==> src/rtl/dism_pkg.sv <==
// Shared types and constants for the interval set merge block.
package dism_pkg;

	localparam int OP_W           = 1;
	localparam int VALUE_W        = 16;
	localparam int COUNT_W        = 6;
	localparam int DEF_CAPACITY   = 32;
	localparam int DEF_VALUE_BITS = 16;

	typedef enum logic [OP_W-1:0] {
		OP_ADD  = 1'b0,
		OP_LIST = 1'b1
	} op_t;

	typedef enum logic [2:0] {
		S_IDLE,
		S_SCAN,
		S_UP,
		S_INS,
		S_DN,
		S_LRD,
		S_RSP
	} state_t;

	// Outcome of the shared comparator for one table entry
	typedef struct packed {
		logic start_le_v;
		logic prev_touch;
		logic prev_ge_v;
		logic next_touch;
	} cmp_res_t;

endpackage

==> src/rtl/dism_if.sv <==
// Request and response channel interfaces of the interval set merge block.
interface dism_in_if;
	import dism_pkg::*;

	logic               valid;
	logic               ready;
	logic [OP_W-1:0]    operation;
	logic [VALUE_W-1:0] value;

	modport source (output valid, output operation, output value, input ready);
	modport sink   (input valid, input operation, input value, output ready);
endinterface

interface dism_out_if;
	import dism_pkg::*;

	logic               valid;
	logic               ready;
	logic [VALUE_W-1:0] range_start;
	logic [VALUE_W-1:0] range_end;
	logic               last_of_run;
	logic [COUNT_W-1:0] interval_count;
	logic               overflow;
	logic               empty_res;

	modport source (output valid, output range_start, output range_end,
		output last_of_run, output interval_count, output overflow,
		output empty_res, input ready);
	modport sink   (input valid, input range_start, input range_end,
		input last_of_run, input interval_count, input overflow,
		input empty_res, output ready);
endinterface

==> src/rtl/dism_table.sv <==
// Interval table storage: one write port, one registered read port.
module dism_table #(
	parameter int CAPACITY   = dism_pkg::DEF_CAPACITY,
	parameter int VALUE_BITS = dism_pkg::DEF_VALUE_BITS
) (
	input  logic                        clk,
	input  logic                        we,
	input  logic [$clog2(CAPACITY)-1:0] waddr,
	input  logic [VALUE_BITS-1:0]       wstart,
	input  logic [VALUE_BITS-1:0]       wend,
	input  logic [$clog2(CAPACITY)-1:0] raddr,
	output logic [VALUE_BITS-1:0]       rstart,
	output logic [VALUE_BITS-1:0]       rend
);
	import dism_pkg::*;

	logic [2*VALUE_BITS-1:0] mem [CAPACITY];
	logic [2*VALUE_BITS-1:0] rdata_q;

	always_ff @(posedge clk) begin
		if (we) begin
			mem[waddr] <= {wstart, wend};
		end
	end

	always_ff @(posedge clk) begin
		rdata_q <= mem[raddr];
	end

	assign rstart = rdata_q[2*VALUE_BITS-1:VALUE_BITS];
	assign rend   = rdata_q[VALUE_BITS-1:0];

endmodule

==> src/rtl/dism_cmp.sv <==
// Shared comparator: places the added value against one entry and its predecessor.
module dism_cmp #(
	parameter int VALUE_BITS = dism_pkg::DEF_VALUE_BITS
) (
	input  logic [VALUE_BITS-1:0] v,
	input  logic [VALUE_BITS-1:0] ent_start,
	input  logic [VALUE_BITS-1:0] pred_end,
	output dism_pkg::cmp_res_t    res
);
	import dism_pkg::*;

	// one extra bit so the top value does not wrap
	logic [VALUE_BITS:0] v_x;
	logic [VALUE_BITS:0] v_inc;
	logic [VALUE_BITS:0] pe_inc;
	logic [VALUE_BITS:0] st_x;

	assign v_x    = {1'b0, v};
	assign st_x   = {1'b0, ent_start};
	assign v_inc  = v_x + {{VALUE_BITS{1'b0}}, 1'b1};
	assign pe_inc = {1'b0, pred_end} + {{VALUE_BITS{1'b0}}, 1'b1};

	always_comb begin
		res.start_le_v = ent_start <= v;
		res.prev_touch = pe_inc >= v_x;
		res.prev_ge_v  = pred_end >= v;
		res.next_touch = v_inc >= st_x;
	end

endmodule

==> src/rtl/dism_ctrl.sv <==
// Sequencer: scans, merges, shifts table entries and drives the result register.
module dism_ctrl #(
	parameter int CAPACITY   = dism_pkg::DEF_CAPACITY,
	parameter int VALUE_BITS = dism_pkg::DEF_VALUE_BITS
) (
	input  logic                        clk,
	input  logic                        arst_n,
	dism_in_if.sink                     req,
	dism_out_if.source                  rsp,
	output logic                        we,
	output logic [$clog2(CAPACITY)-1:0] waddr,
	output logic [VALUE_BITS-1:0]       wstart,
	output logic [VALUE_BITS-1:0]       wend,
	output logic [$clog2(CAPACITY)-1:0] raddr,
	input  logic [VALUE_BITS-1:0]       rstart,
	input  logic [VALUE_BITS-1:0]       rend
);
	import dism_pkg::*;

	localparam int AW = $clog2(CAPACITY);
	localparam int CW = $clog2(CAPACITY + 1);

	state_t state_q, state_d;

	logic [CW-1:0]         n_q, n_d;
	logic [CW-1:0]         idx_q, i_q, sh_q;
	logic [VALUE_BITS-1:0] v_q, prev_start_q, pred_end_q;

	logic                  out_valid_q, out_last_q, out_ovf_q, out_empty_q;
	logic [VALUE_W-1:0]    out_start_q, out_end_q;
	logic [COUNT_W-1:0]    out_cnt_q;

	cmp_res_t              cmp;
	logic                  accept, rsp_done;
	logic                  in_range, step, has_prev, mlo, mhi, full, ovf_now;
	logic                  at_end, dn_needed, up_more, dn_more, list_last;
	logic [CW-1:0]         idx_inc;

	logic                  load_res, res_last, res_ovf, res_empty;
	logic [VALUE_BITS-1:0] res_start, res_end;
	logic [CW-1:0]         res_cnt;

	logic [VALUE_W+VALUE_BITS-1:0] v_ext;
	logic [VALUE_W+VALUE_BITS-1:0] start_ext, end_ext;
	logic [COUNT_W+CW-1:0]         cnt_ext;

	dism_cmp #(.VALUE_BITS(VALUE_BITS)) u_cmp (
		.v         (v_q),
		.ent_start (rstart),
		.pred_end  (pred_end_q),
		.res       (cmp)
	);

	assign accept   = req.valid && req.ready;
	assign rsp_done = out_valid_q && rsp.ready;
	assign v_ext    = {{VALUE_BITS{1'b0}}, req.value};

	// decode of the current entry during the scan
	always_comb begin
		idx_inc   = idx_q + CW'(1);
		in_range  = idx_q < n_q;
		step      = in_range && cmp.start_le_v;
		has_prev  = idx_q != '0;
		mlo       = has_prev && cmp.prev_touch;
		mhi       = in_range && cmp.next_touch;
		full      = n_q == CW'(CAPACITY);
		ovf_now   = !mlo && !mhi && full;
		at_end    = idx_q == n_q;
		dn_needed = idx_inc < n_q;
		up_more   = (sh_q - CW'(1)) > i_q;
		dn_more   = sh_q < n_q;
		list_last = idx_inc == n_q;
		n_d       = n_q;
		if (!mlo && !mhi && !full) begin
			n_d = n_q + CW'(1);
		end else if (mlo && mhi) begin
			n_d = n_q - CW'(1);
		end
	end

	// next state
	always_comb begin
		state_d = state_q;
		case (state_q)
			S_IDLE: begin
				if (accept) begin
					if (op_t'(req.operation) == OP_ADD) begin
						state_d = S_SCAN;
					end else if (n_q == '0) begin
						state_d = S_RSP;
					end else begin
						state_d = S_LRD;
					end
				end
			end
			S_SCAN: begin
				if (!step) begin
					if (ovf_now) begin
						state_d = S_RSP;
					end else if (!mlo && !mhi) begin
						state_d = at_end ? S_RSP : S_UP;
					end else if (mlo && mhi) begin
						state_d = dn_needed ? S_DN : S_RSP;
					end else begin
						state_d = S_RSP;
					end
				end
			end
			S_UP: begin
				if (!up_more) begin
					state_d = S_INS;
				end
			end
			S_INS: begin
				state_d = S_RSP;
			end
			S_DN: begin
				if (!dn_more) begin
					state_d = S_RSP;
				end
			end
			S_LRD: begin
				state_d = S_RSP;
			end
			S_RSP: begin
				if (rsp_done) begin
					state_d = out_last_q ? S_IDLE : S_LRD;
				end
			end
			default: begin
				state_d = S_IDLE;
			end
		endcase
	end

	// table port, handshake and result load
	always_comb begin
		req.ready = 1'b0;
		we        = 1'b0;
		waddr     = '0;
		wstart    = v_q;
		wend      = v_q;
		raddr     = '0;
		load_res  = 1'b0;
		res_start = '0;
		res_end   = '0;
		res_last  = 1'b1;
		res_ovf   = 1'b0;
		res_empty = 1'b0;
		res_cnt   = n_q;
		case (state_q)
			S_IDLE: begin
				req.ready = 1'b1;
				if (accept && op_t'(req.operation) == OP_LIST && n_q == '0) begin
					load_res  = 1'b1;
					res_empty = 1'b1;
				end
			end
			S_SCAN: begin
				res_cnt = n_d;
				if (step) begin
					raddr = AW'(idx_inc);
				end else if (ovf_now) begin
					load_res = 1'b1;
					res_ovf  = 1'b1;
				end else if (!mlo && !mhi) begin
					if (at_end) begin
						we       = 1'b1;
						waddr    = AW'(idx_q);
						load_res = 1'b1;
					end else begin
						raddr = AW'(n_q - CW'(1));
					end
				end else if (mlo && !mhi) begin
					we       = 1'b1;
					waddr    = AW'(idx_q - CW'(1));
					wstart   = prev_start_q;
					wend     = cmp.prev_ge_v ? pred_end_q : v_q;
					load_res = 1'b1;
				end else if (!mlo && mhi) begin
					we       = 1'b1;
					waddr    = AW'(idx_q);
					wend     = rend;
					load_res = 1'b1;
				end else begin
					// value bridges the gap between two intervals
					we     = 1'b1;
					waddr  = AW'(idx_q - CW'(1));
					wstart = prev_start_q;
					wend   = rend;
					if (dn_needed) begin
						raddr = AW'(idx_inc);
					end else begin
						load_res = 1'b1;
					end
				end
			end
			S_UP: begin
				we     = 1'b1;
				waddr  = AW'(sh_q);
				wstart = rstart;
				wend   = rend;
				if (up_more) begin
					raddr = AW'(sh_q - CW'(2));
				end
			end
			S_INS: begin
				we       = 1'b1;
				waddr    = AW'(i_q);
				load_res = 1'b1;
			end
			S_DN: begin
				we     = 1'b1;
				waddr  = AW'(sh_q - CW'(1));
				wstart = rstart;
				wend   = rend;
				if (dn_more) begin
					raddr = AW'(sh_q + CW'(1));
				end else begin
					load_res = 1'b1;
				end
			end
			S_LRD: begin
				load_res  = 1'b1;
				res_start = rstart;
				res_end   = rend;
				res_last  = list_last;
			end
			S_RSP: begin
				if (rsp_done && !out_last_q) begin
					raddr = AW'(idx_inc);
				end
			end
			default: begin
				req.ready = 1'b0;
			end
		endcase
	end

	always_ff @(posedge clk or negedge arst_n) begin
		if (!arst_n) begin
			state_q     <= S_IDLE;
			n_q         <= '0;
			out_valid_q <= 1'b0;
		end else begin
			state_q <= state_d;
			if (state_q == S_SCAN && !step) begin
				n_q <= n_d;
			end
			if (load_res) begin
				out_valid_q <= 1'b1;
			end else if (rsp_done) begin
				out_valid_q <= 1'b0;
			end
		end
	end

	assign start_ext = {{VALUE_W{1'b0}}, res_start};
	assign end_ext   = {{VALUE_W{1'b0}}, res_end};
	assign cnt_ext   = {{COUNT_W{1'b0}}, res_cnt};

	always_ff @(posedge clk) begin
		case (state_q)
			S_IDLE: begin
				if (accept) begin
					v_q   <= v_ext[VALUE_BITS-1:0];
					idx_q <= '0;
				end
			end
			S_SCAN: begin
				if (step) begin
					idx_q        <= idx_inc;
					prev_start_q <= rstart;
					pred_end_q   <= rend;
				end else begin
					i_q  <= idx_q;
					sh_q <= (mlo && mhi) ? idx_inc : n_q;
				end
			end
			S_UP: begin
				sh_q <= sh_q - CW'(1);
			end
			S_DN: begin
				sh_q <= sh_q + CW'(1);
			end
			S_RSP: begin
				if (rsp_done && !out_last_q) begin
					idx_q <= idx_inc;
				end
			end
			default: begin
				sh_q <= sh_q;
			end
		endcase
		if (load_res) begin
			out_start_q <= start_ext[VALUE_W-1:0];
			out_end_q   <= end_ext[VALUE_W-1:0];
			out_last_q  <= res_last;
			out_cnt_q   <= cnt_ext[COUNT_W-1:0];
			out_ovf_q   <= res_ovf;
			out_empty_q <= res_empty;
		end
	end

	assign rsp.valid          = out_valid_q;
	assign rsp.range_start    = out_start_q;
	assign rsp.range_end      = out_end_q;
	assign rsp.last_of_run    = out_last_q;
	assign rsp.interval_count = out_cnt_q;
	assign rsp.overflow       = out_ovf_q;
	assign rsp.empty_res      = out_empty_q;

endmodule

==> src/rtl/disjoint_interval_set_merge_core.sv <==
// Top level of the sorted disjoint interval set with insert and merge.
//
//  channel | dir | payload                                         | handshake
//  req     | in  | operation, value                                | valid/ready
//  rsp     | out | range_start, range_end, last_of_run,            | valid/ready
//          |     | interval_count, overflow, empty_res             |
//
// An add scans the table one entry a cycle up to the insertion point, then moves each
// entry that must shift through the table's read and write ports, then writes and loads
// the result. A list reads each interval only after the previous one is taken from rsp.
// req is ready only when idle; each result waits in the output register until taken.
// Reset empties the table at once; no clearing pass.
module disjoint_interval_set_merge_core #(
	parameter int CAPACITY   = dism_pkg::DEF_CAPACITY,
	parameter int VALUE_BITS = dism_pkg::DEF_VALUE_BITS
) (
	input  logic       clk,
	input  logic       arst_n,
	dism_in_if.sink    req,
	dism_out_if.source rsp
);
	import dism_pkg::*;

	localparam int AW = $clog2(CAPACITY);

	logic                  we;
	logic [AW-1:0]         waddr, raddr;
	logic [VALUE_BITS-1:0] wstart, wend, rstart, rend;

	dism_table #(
		.CAPACITY   (CAPACITY),
		.VALUE_BITS (VALUE_BITS)
	) u_table (
		.clk    (clk),
		.we     (we),
		.waddr  (waddr),
		.wstart (wstart),
		.wend   (wend),
		.raddr  (raddr),
		.rstart (rstart),
		.rend   (rend)
	);

	dism_ctrl #(
		.CAPACITY   (CAPACITY),
		.VALUE_BITS (VALUE_BITS)
	) u_ctrl (
		.clk    (clk),
		.arst_n (arst_n),
		.req    (req),
		.rsp    (rsp),
		.we     (we),
		.waddr  (waddr),
		.wstart (wstart),
		.wend   (wend),
		.raddr  (raddr),
		.rstart (rstart),
		.rend   (rend)
	);

endmodule
==> src/flat_wrapper.sv <==
// flat-port wrapper written by rule: the top's interface ports become plain ports
module disjoint_interval_set_merge_core_flat import dism_pkg::*;
#(
	parameter int CAPACITY   = dism_pkg::DEF_CAPACITY,
	parameter int VALUE_BITS = dism_pkg::DEF_VALUE_BITS
)
  (clk, arst_n, req_valid, req_operation, req_value, req_ready, rsp_valid, rsp_range_start, rsp_range_end, rsp_last_of_run, rsp_interval_count, rsp_overflow, rsp_empty_res, rsp_ready);
  dism_in_if req_i ();
  dism_out_if rsp_i ();
  input  logic clk;
  input  logic arst_n;
  input wire logic [$bits(req_i.valid)-1:0] req_valid;
  input wire logic [$bits(req_i.operation)-1:0] req_operation;
  input wire logic [$bits(req_i.value)-1:0] req_value;
  output wire logic [$bits(req_i.ready)-1:0] req_ready;
  output wire logic [$bits(rsp_i.valid)-1:0] rsp_valid;
  output wire logic [$bits(rsp_i.range_start)-1:0] rsp_range_start;
  output wire logic [$bits(rsp_i.range_end)-1:0] rsp_range_end;
  output wire logic [$bits(rsp_i.last_of_run)-1:0] rsp_last_of_run;
  output wire logic [$bits(rsp_i.interval_count)-1:0] rsp_interval_count;
  output wire logic [$bits(rsp_i.overflow)-1:0] rsp_overflow;
  output wire logic [$bits(rsp_i.empty_res)-1:0] rsp_empty_res;
  input wire logic [$bits(rsp_i.ready)-1:0] rsp_ready;
  assign req_i.valid = req_valid;
  assign req_i.operation = req_operation;
  assign req_i.value = req_value;
  assign req_ready = req_i.ready;
  assign rsp_valid = rsp_i.valid;
  assign rsp_range_start = rsp_i.range_start;
  assign rsp_range_end = rsp_i.range_end;
  assign rsp_last_of_run = rsp_i.last_of_run;
  assign rsp_interval_count = rsp_i.interval_count;
  assign rsp_overflow = rsp_i.overflow;
  assign rsp_empty_res = rsp_i.empty_res;
  assign rsp_i.ready = rsp_ready;
  disjoint_interval_set_merge_core #(.CAPACITY(CAPACITY), .VALUE_BITS(VALUE_BITS)) u_core (.clk(clk), .arst_n(arst_n), .req(req_i), .rsp(rsp_i));
endmodule
==> config.mk <==
export PLATFORM = sky130hd
export DESIGN_NAME = disjoint_interval_set_merge_core_flat
export DESIGN_NICKNAME = d
export VERILOG_FILES = /design/src/rtl/dism_pkg.sv /design/src/rtl/dism_if.sv /design/src/rtl/dism_table.sv /design/src/rtl/dism_cmp.sv /design/src/rtl/dism_ctrl.sv /design/src/rtl/disjoint_interval_set_merge_core.sv /design/src/flat_wrapper.sv
export SDC_FILE = /design/constraint.sdc
export NUM_CORES = 2
export LEC_CHECK = 0
export BUFFER_PORTS_ARGS = -buffer_cell sky130_fd_sc_hd__buf_2
export CORE_ASPECT_RATIO = 0.9
export CORE_MARGIN = 2
export CORE_UTILIZATION = 60
export CTS_CLUSTER_SIZE = 16
export DETAILED_ROUTE_END_ITERATION = 12
export PLACE_DENSITY = 0.79
export SETUP_SLACK_MARGIN = 0.5
export SYNTH_ARGS = -nofsm -noshare
export SYNTH_HDL_FRONTEND = slang
export SYNTH_SLANG_ARGS = --single-unit
==> constraint.sdc <==
create_clock -name clk -period 19.2 [get_ports clk]
set_input_delay 4.8 -clock clk [delete_from_list [all_inputs] [get_ports clk]]
set_output_delay 4.8 -clock clk [all_outputs]
set_load 0.02 [all_outputs]
# == Word level (Yosys, flattened, before mapping) ==
# Memories as Yosys holds them, arrays and structs flattened. A register that Yosys moved wholly into a read port is not among the register bits.
# Index checks and enable logic that the tools add are counted.
# word_totals
ff_bits,117
ram_bits,1024
out_inout_bits,43
mem_count,1
# op_classes
add_sub_neg,9
n_lt_le_gt_ge,8
n_eq_ne,16
n_mux,74
bitwise_logic,2
n_reduce_logical,36
# mem_list
name,depth,width,rd,rd_ports_with_merged_regs,wr,line,source
u_core.u_table.mem,32,32,1,1,1,dism_table.sv:17,logic [2*VALUE_BITS-1:0] mem [CAPACITY];
# ops
operator,n
two-way mux 16 bit,10
two-way mux 5 bit,16
case mux 16 bit (2 select lines),2
two-way mux 6 bit,8
case mux 5 bit (4 select lines),2
case mux 6 bit (3 select lines),2
"adder 16 x 1 -> 17 bit, second input constant",2
greater-or-equal comparator 17 x 16 -> 1 bit,2
two-way mux 3 bit,10
"adder 6 x 1 -> 6 bit, second input constant",3
less-than comparator 6 bit,3
two-way mux 1 bit,18
case mux 3 bit (6 select lines),1
greater-or-equal comparator 16 bit,1
less-or-equal comparator 16 bit,1
logical AND 1 bit,15
"!= test 2 bit, second input constant",7
== test 6 bit,2
"subtractor 6 x 1 -> 6 bit, second input constant",2
"== test 3 bit, second input constant",3
AND reduction 2 bit,4
"== test 3 x 2 -> 1 bit, second input constant",2
"== test 6 bit, second input constant",1
> comparator 6 bit,1
17 further kinds,27

# == Longest topological paths before layout ==
# logic_depth
ltp_word,12
ltp_mapped,22
mapped_depth_nobuf,17

# == Hierarchy ==
# A second synthesis with hierarchy kept.
# hier_totals
hier_cells,3128
area_unflattened_um2,49109.6
# by_module_without_submodules
module,instances,cells_per_inst,area_each_um2
dism_table,1,2260,40492.6
dism_ctrl,1,604,6590.1
dism_cmp,1,264,2026.9

# == Worst setup path after synthesis ==
# No wires, ideal clock.
# synth_timing
path_type,register to register
from,register u_core.u_ctrl.v_q[0]
to,"register u_core.u_ctrl.out_empty_q, in the netlist u_core.u_ctrl.rsp.empty_res (enable)"
setup_time_ns,0.586
arrival_ns,7.791
slack_ns,10.823
stages_incl_launch_ff,16
synth_period_minus_slack_ns,8.377
cell_sequence,edfxtp_1 ha_1 inv_1 nor3_2 nand3_1 xnor2_1 ha_1 nand4_1 o41ai_1 nand2_1 a41o_1 buf_4 buf_2 nand3_1 nor2_1 o311ai_0
# synth_via
elab_chain_len,10
word_cells_on_any_way,19
cone_classes,add/sub: 1; order compare: 3; mux: 6; reduce/logical: 9
# synth_rtl
element,line,source
"start, declared",dism_ctrl.sv:27,"logic [VALUE_BITS-1:0] v_q, prev_start_q, pred_end_q;"
"start signal, assigned",dism_ctrl.sv:266,v_q <= v_ext[VALUE_BITS-1:0];
adder 16 x 1 -> 17 bit or greater-or-equal comparator 17 x 16 -> 1 bit (tied branches),"dism_cmp.sv:20, dism_cmp.sv:25",
greater-or-equal comparator 17 x 16 -> 1 bit or logical AND 1 bit (tied branches),"dism_cmp.sv:27, dism_ctrl.sv:64",
logical AND 1 bit or zero test 1 bit (tied branches) (2 in series),-,
two-way mux 1 bit or logical AND 1 bit (tied branches),"dism_ctrl.sv:180, dism_ctrl.sv:174",
two-way mux 1 bit,dism_ctrl.sv:174,end else if (mlo && !mhi) begin
two-way mux 1 bit,dism_ctrl.sv:166,end else if (!mlo && !mhi) begin
two-way mux 1 bit,dism_ctrl.sv:163,end else if (ovf_now) begin
two-way mux 1 bit (*),dism_ctrl.sv:161,if (step) begin
case mux 1 bit (4 select lines) (*),dism_ctrl.sv:151,case (state_q)
via u_core.u_ctrl.load_res,dism_ctrl.sv:39,"logic load_res, res_last, res_ovf, res_empty;"
"end signal, assigned",dism_ctrl.sv:301,out_empty_q <= res_empty;
"end, declared",dism_ctrl.sv:29,"logic out_valid_q, out_last_q, out_ovf_q, out_empty_q;"
# The timed path passes the listed nets; every way through them passes the cells marked *.
# A chain may end at the register's enable or synchronous reset.

# == Worst setup path in the final report ==
# layout_timing
from,input rsp_ready
to,register u_core.u_table.rdata_q[22] (read register of u_core.u_table.mem)
# layout_via
elab_chain_len,4
# layout_rtl
element,line,source
"start, declared",flat_wrapper.sv:23,input wire logic [$bits(rsp_i.ready)-1:0] rsp_ready;
logical AND 1 bit,dism_ctrl.sv:55,assign rsp_done = out_valid_q && rsp.ready;
logical AND 1 bit,dism_ctrl.sv:230,if (rsp_done && !out_last_q) begin
two-way mux 5 bit,dism_ctrl.sv:230,
case mux 5 bit (4 select lines),dism_ctrl.sv:151,
"end, declared",dism_table.sv:18,logic [2*VALUE_BITS-1:0] rdata_q;
# No other way between the ends.

==> results.py <==
metrics = {
    "logic_synthesis": {
        "synthCells": 3796,
        "yosysSeqAreaShare": 0.6922,
        "yosys_warnings": 0,
        "synth_top_area_share": 0.6745,
        "postSynthAreaPerCell_um2": 13.26,
        "synth_edf_count": 1131,
        "syn_area_mm2": 0.05035,
        "synth_nets": 3916,
        "synth_flop_cell": "edfxtp_1",
        "synthArstFlopShare": 0.008525,
        "ys_types": 75,
        "synth.largest_area_cell": "edfxtp_1",
        "ys_top_cells_by_area": "edfxtp_1, nand2_1, a221oi_1",
        "ys_ff_latch": 1173,
    },
    "cts": {
        "cts_root_buf": "clkbuf_16",
        "insertion_delay_ns": 0.71,
        "cts_tree": "built",
        "cts_buffers": 109,
        "htreeDepth": 3,
        "clockBufferDepth": 3,
        "clk_pin_slew_worst_paths_ns": 0.06,
        "cts-resized-gates": 0,
        "cts_setup_buffers": 0,
        "clock-sinks": 1173,
        "hold_buffers": 0,
    },
    "setup_path": {
        "start_kind": "primary input",
        "critical_path.max_fanout": 168,
        "crit_type": "in2reg",
        "end_kind": "register",
        "crit_chain": "buf_2, nand3_1, o31a_1, o221ai_4, a21oi_4, buf_12, buf_4, mux2i_1, a221oi_1, a31oi_1, a32oi_1",
        "arrival_ns": 9.09,
        "critPathRequiredTime_ns": 19.79,
        "critPathSlowestCell": "a21oi_4",
        "slowest_delay_ns": 0.87,
    },
    "sta": {
        "holdWs_ns": 0.5008,
        "fmax_mhz": 117.7,
        "min_period_over_period": 0.4424,
        "fin_setup_tns_ns": 0,
        "timing.final.ws_setup_ns": 10.71,
        "worst_pin_slew_ns": 1.343,
        "slew_headroom": 0.1044,
        "rsz0062_at_grt": "false",
        "slew_violations": 0,
        "skew_ns": 0.03537,
        "setup-violations-final": 0,
        "finalHoldViolations": 0,
        "period_needed_ns": 8.495,
    },
    "placed_design": {
        "dp_hpwl_um": 77050,
        "dp.cells": 4799,
        "place.gp.congestion": 0.9726,
        "io_buffers": 63,
        "dp_worst_setup_slack_ns": 10.15,
    },
    "grt": {
        "antenna_found_initial": 2,
        "grt_pass1_wl_um": 207000,
        "grt_use_total": 0.3277,
        "grt_max_degree": 223,
        "grt_overflow": 0,
        "grt_pass1_vias": 31990,
    },
    "hold_path": {
        "hold_path.class": "reg2reg",
    },
    "floorplanning": {
        "rows": 100,
        "initial_utilization": 0.6070,
        "die_h_um": 278.8,
        "core_mm2": 0.08295,
        "die-area_mm2": 0.08626,
        "ios": 64,
        "die_x_um": 309.4,
    },
    "route": {
        "drt_wl_total_um": 142200,
        "drt_iter0_markers": 5723,
        "vias_per_cell": 6.831,
        "firstDrtPassIters": 7,
        "drc": 0,
        "wl_per_cell_um": 28.42,
        "drtAntennaViolNets": 0,
        "via_count": 34170,
    },
    "pwr": {
        "pwr-share-seq": 0.377,
        "power_switching_mw": 4.732,
        "pwr-share-clk": 0.190,
        "comb_power_share": 0.433,
        "swShare": 0.4260,
        "leakage_nw": 19.80,
        "ir_worst_vdd_mv": 0.1932,
        "p_int_mw": 6.377,
        "power_density_mw_per_mm2": 201.0,
    },
    "final_layout": {
        "final_cells": 5003,
        "antenna_cells": 0,
        "nets": 3908,
        "fin_util": 0.6664,
        "drive_gt1_frac": 0.09173,
        "area_growth_syn_to_layout_pct": 9.788,
        "fillers": 5614,
    },
    "outcome": {
        "status": "finished clean",
    },
    "run": {
        "drv_cap": 0,
    },
}
cells in the final DEF, fill, tap and decap left out, types with 14 or more instances in the layout:
cell type  synthesis  routed
xor2_1            14      14
a31oi_1           69      69
clkinv_1           0      18
buf_2             94      63
a2111oi_0         32      32
a32oi_1           63      63
a221o_1           35      34
nand4_1           20      20
mux2i_1          134     133
ha_1              99      99
and3_2             0      16
clkinv_2           0      20
and2_1            21      21
a21o_1            25      22
clkbuf_1         131      30
xnor2_1           41      41
nor3_2             1      18
nor3_1            48      31
a311oi_1          32      32
buf_4             15      69
nor2_1           218     216
o32ai_1           17      17
edfxtp_1        1131    1131
nand2_1          511     510
a21oi_1           47      42
nor4_1            21      21
dfxtp_1           32      32
inv_1            224     224
nand3_1          223     223
a221oi_1         192     192
a211oi_1          36      36
o21ai_0          137     137
clkbuf_16          0     110
metal layers:
metal  global-route usage  part of all wire  vias up
met1               0.4578              0.36    16510
li1                     -                 -    14470
met4               0.1665             0.057        2
met2               0.4921              0.45     2673
met5                    0          0.000077        -
met3              0.06740              0.14      517
state kept, by name, summed over array words and instances, names as in the netlist:
name                              cells
u_core.u_ctrl.prev_start_q           16
u_core.u_ctrl.i_q                     6
u_core.u_table.mem                 1024
u_core.u_ctrl.state_q                 3
u_core.u_ctrl.rsp.interval_count      6
u_core.u_table.rdata_q               32
u_core.u_ctrl.rsp.overflow            1
u_core.u_ctrl.v_q                    16
u_core.u_ctrl.rsp.empty_res           1
u_core.u_ctrl.rsp.range_end          16
u_core.u_ctrl.n_q                     6
u_core.u_ctrl.rsp.valid               1
u_core.u_ctrl.rsp.range_start        16
u_core.u_ctrl.pred_end_q             16
u_core.u_ctrl.sh_q                    6
u_core.u_ctrl.rsp.last_of_run         1
u_core.u_ctrl.idx_q                   6
kinds of logic after synthesis:
logic type / synth area share
compound gates: 0.1116
xor+xnor: 0.009567
mux: 0.02686
simple gates: 0.09552
buf+inv: 0.03968
flops: 0.6922
fa+ha+maj: 0.02460
power by group through the flow:
stage | registers [mW] | logic, mW | clock network [mW]
final | 4.18 | 4.81 | 2.11
after global routing | 4.20 | 5.10 | 2.21
after CTS | 4.16 | 4.66 | 2.12
after global placement | 4.20 | 4.52 | 0
after detailed placement | 4.21 | 4.62 | 0
after floorplan | 4.14 | 3.07 | 0
through the flow:
| stage | power, mW | area [um2] |
|---|---|---|
| 2_1_floorplan | 7.208 | 50350 |
| 3_3_place_gp | 8.724 | 51770 |
| 3_5_place_dp | 8.833 | 51770 |
| 4_1_cts | 10.94 | 55280 |
| 5_1_grt | 11.52 | 55280 |
| 6_report | 11.11 | 55280 |
critical path: cells and delay by family:
family                 cells  cell delay (ns)
muxes                      1             0.19
buffers and inverters      3             1.58
and+or+nand+nor            1             0.10
AOI/OAI and AO/OA          6             2.13
path summary, 6_finish.rpt:
| check | from | endpoint | cells after the start | slack, ns |
|---|---|---|---|---|
| setup / recovery | rsp_ready | u_core.u_table.rdata_q[22] | 11 | 10.71 |
| hold / removal | u_core.u_table.rdata_q[19] | u_core.u_ctrl.prev_start_q[3] | 0 | 0.50 |
| setup reg to reg | u_core.u_ctrl.v_q[0] | u_core.u_table.rdata_q[22] | 19 | 11.25 |
| hold reg to reg | u_core.u_table.rdata_q[19] | u_core.u_ctrl.prev_start_q[3] | 0 | 0.50 |
| max in group asynchronous | arst_n | u_core.u_ctrl.state_q[2] | 1 | 14.98 |
| min in group asynchronous | arst_n | u_core.u_ctrl.rsp.valid | 1 | 4.00 |
synth_stat cells (20+ instances only):
cell type and n:
dfxtp_1 32, xnor2_1 41, ha_1 99, inv_1 224
o21ai_0 137, nor2_1 218, a21oi_1 47, and3_1 23
a221oi_1 192, a2111oi_0 32, clkbuf_1 131, buf_2 94
a211oi_1 36, nor3_1 48, a21o_1 25, nand3_1 223
a32oi_1 63, a31oi_1 69, nand2_1 511, and2_1 21
mux2i_1 134, edfxtp_1 1131, nor4_1 21, a221o_1 35
nand4_1 20, a311oi_1 32
area by class of cell:
cell class | instances | area (um2) | share of cell area
clock buffers | 151 | 3017 | 0.05457
clock inverters | 53 | 490.5 | 0.008872
inverters | 225 | 844.6 | 0.01528
multi-input cells | 2143 | 13760 | 0.2489
flip-flops and latches | 1173 | 34850 | 0.6305
well taps | 1122 | 1404 | 0.02540
repair buffers | 136 | 913.4 | 0.01652
Power figures use the tool's default switching activity.
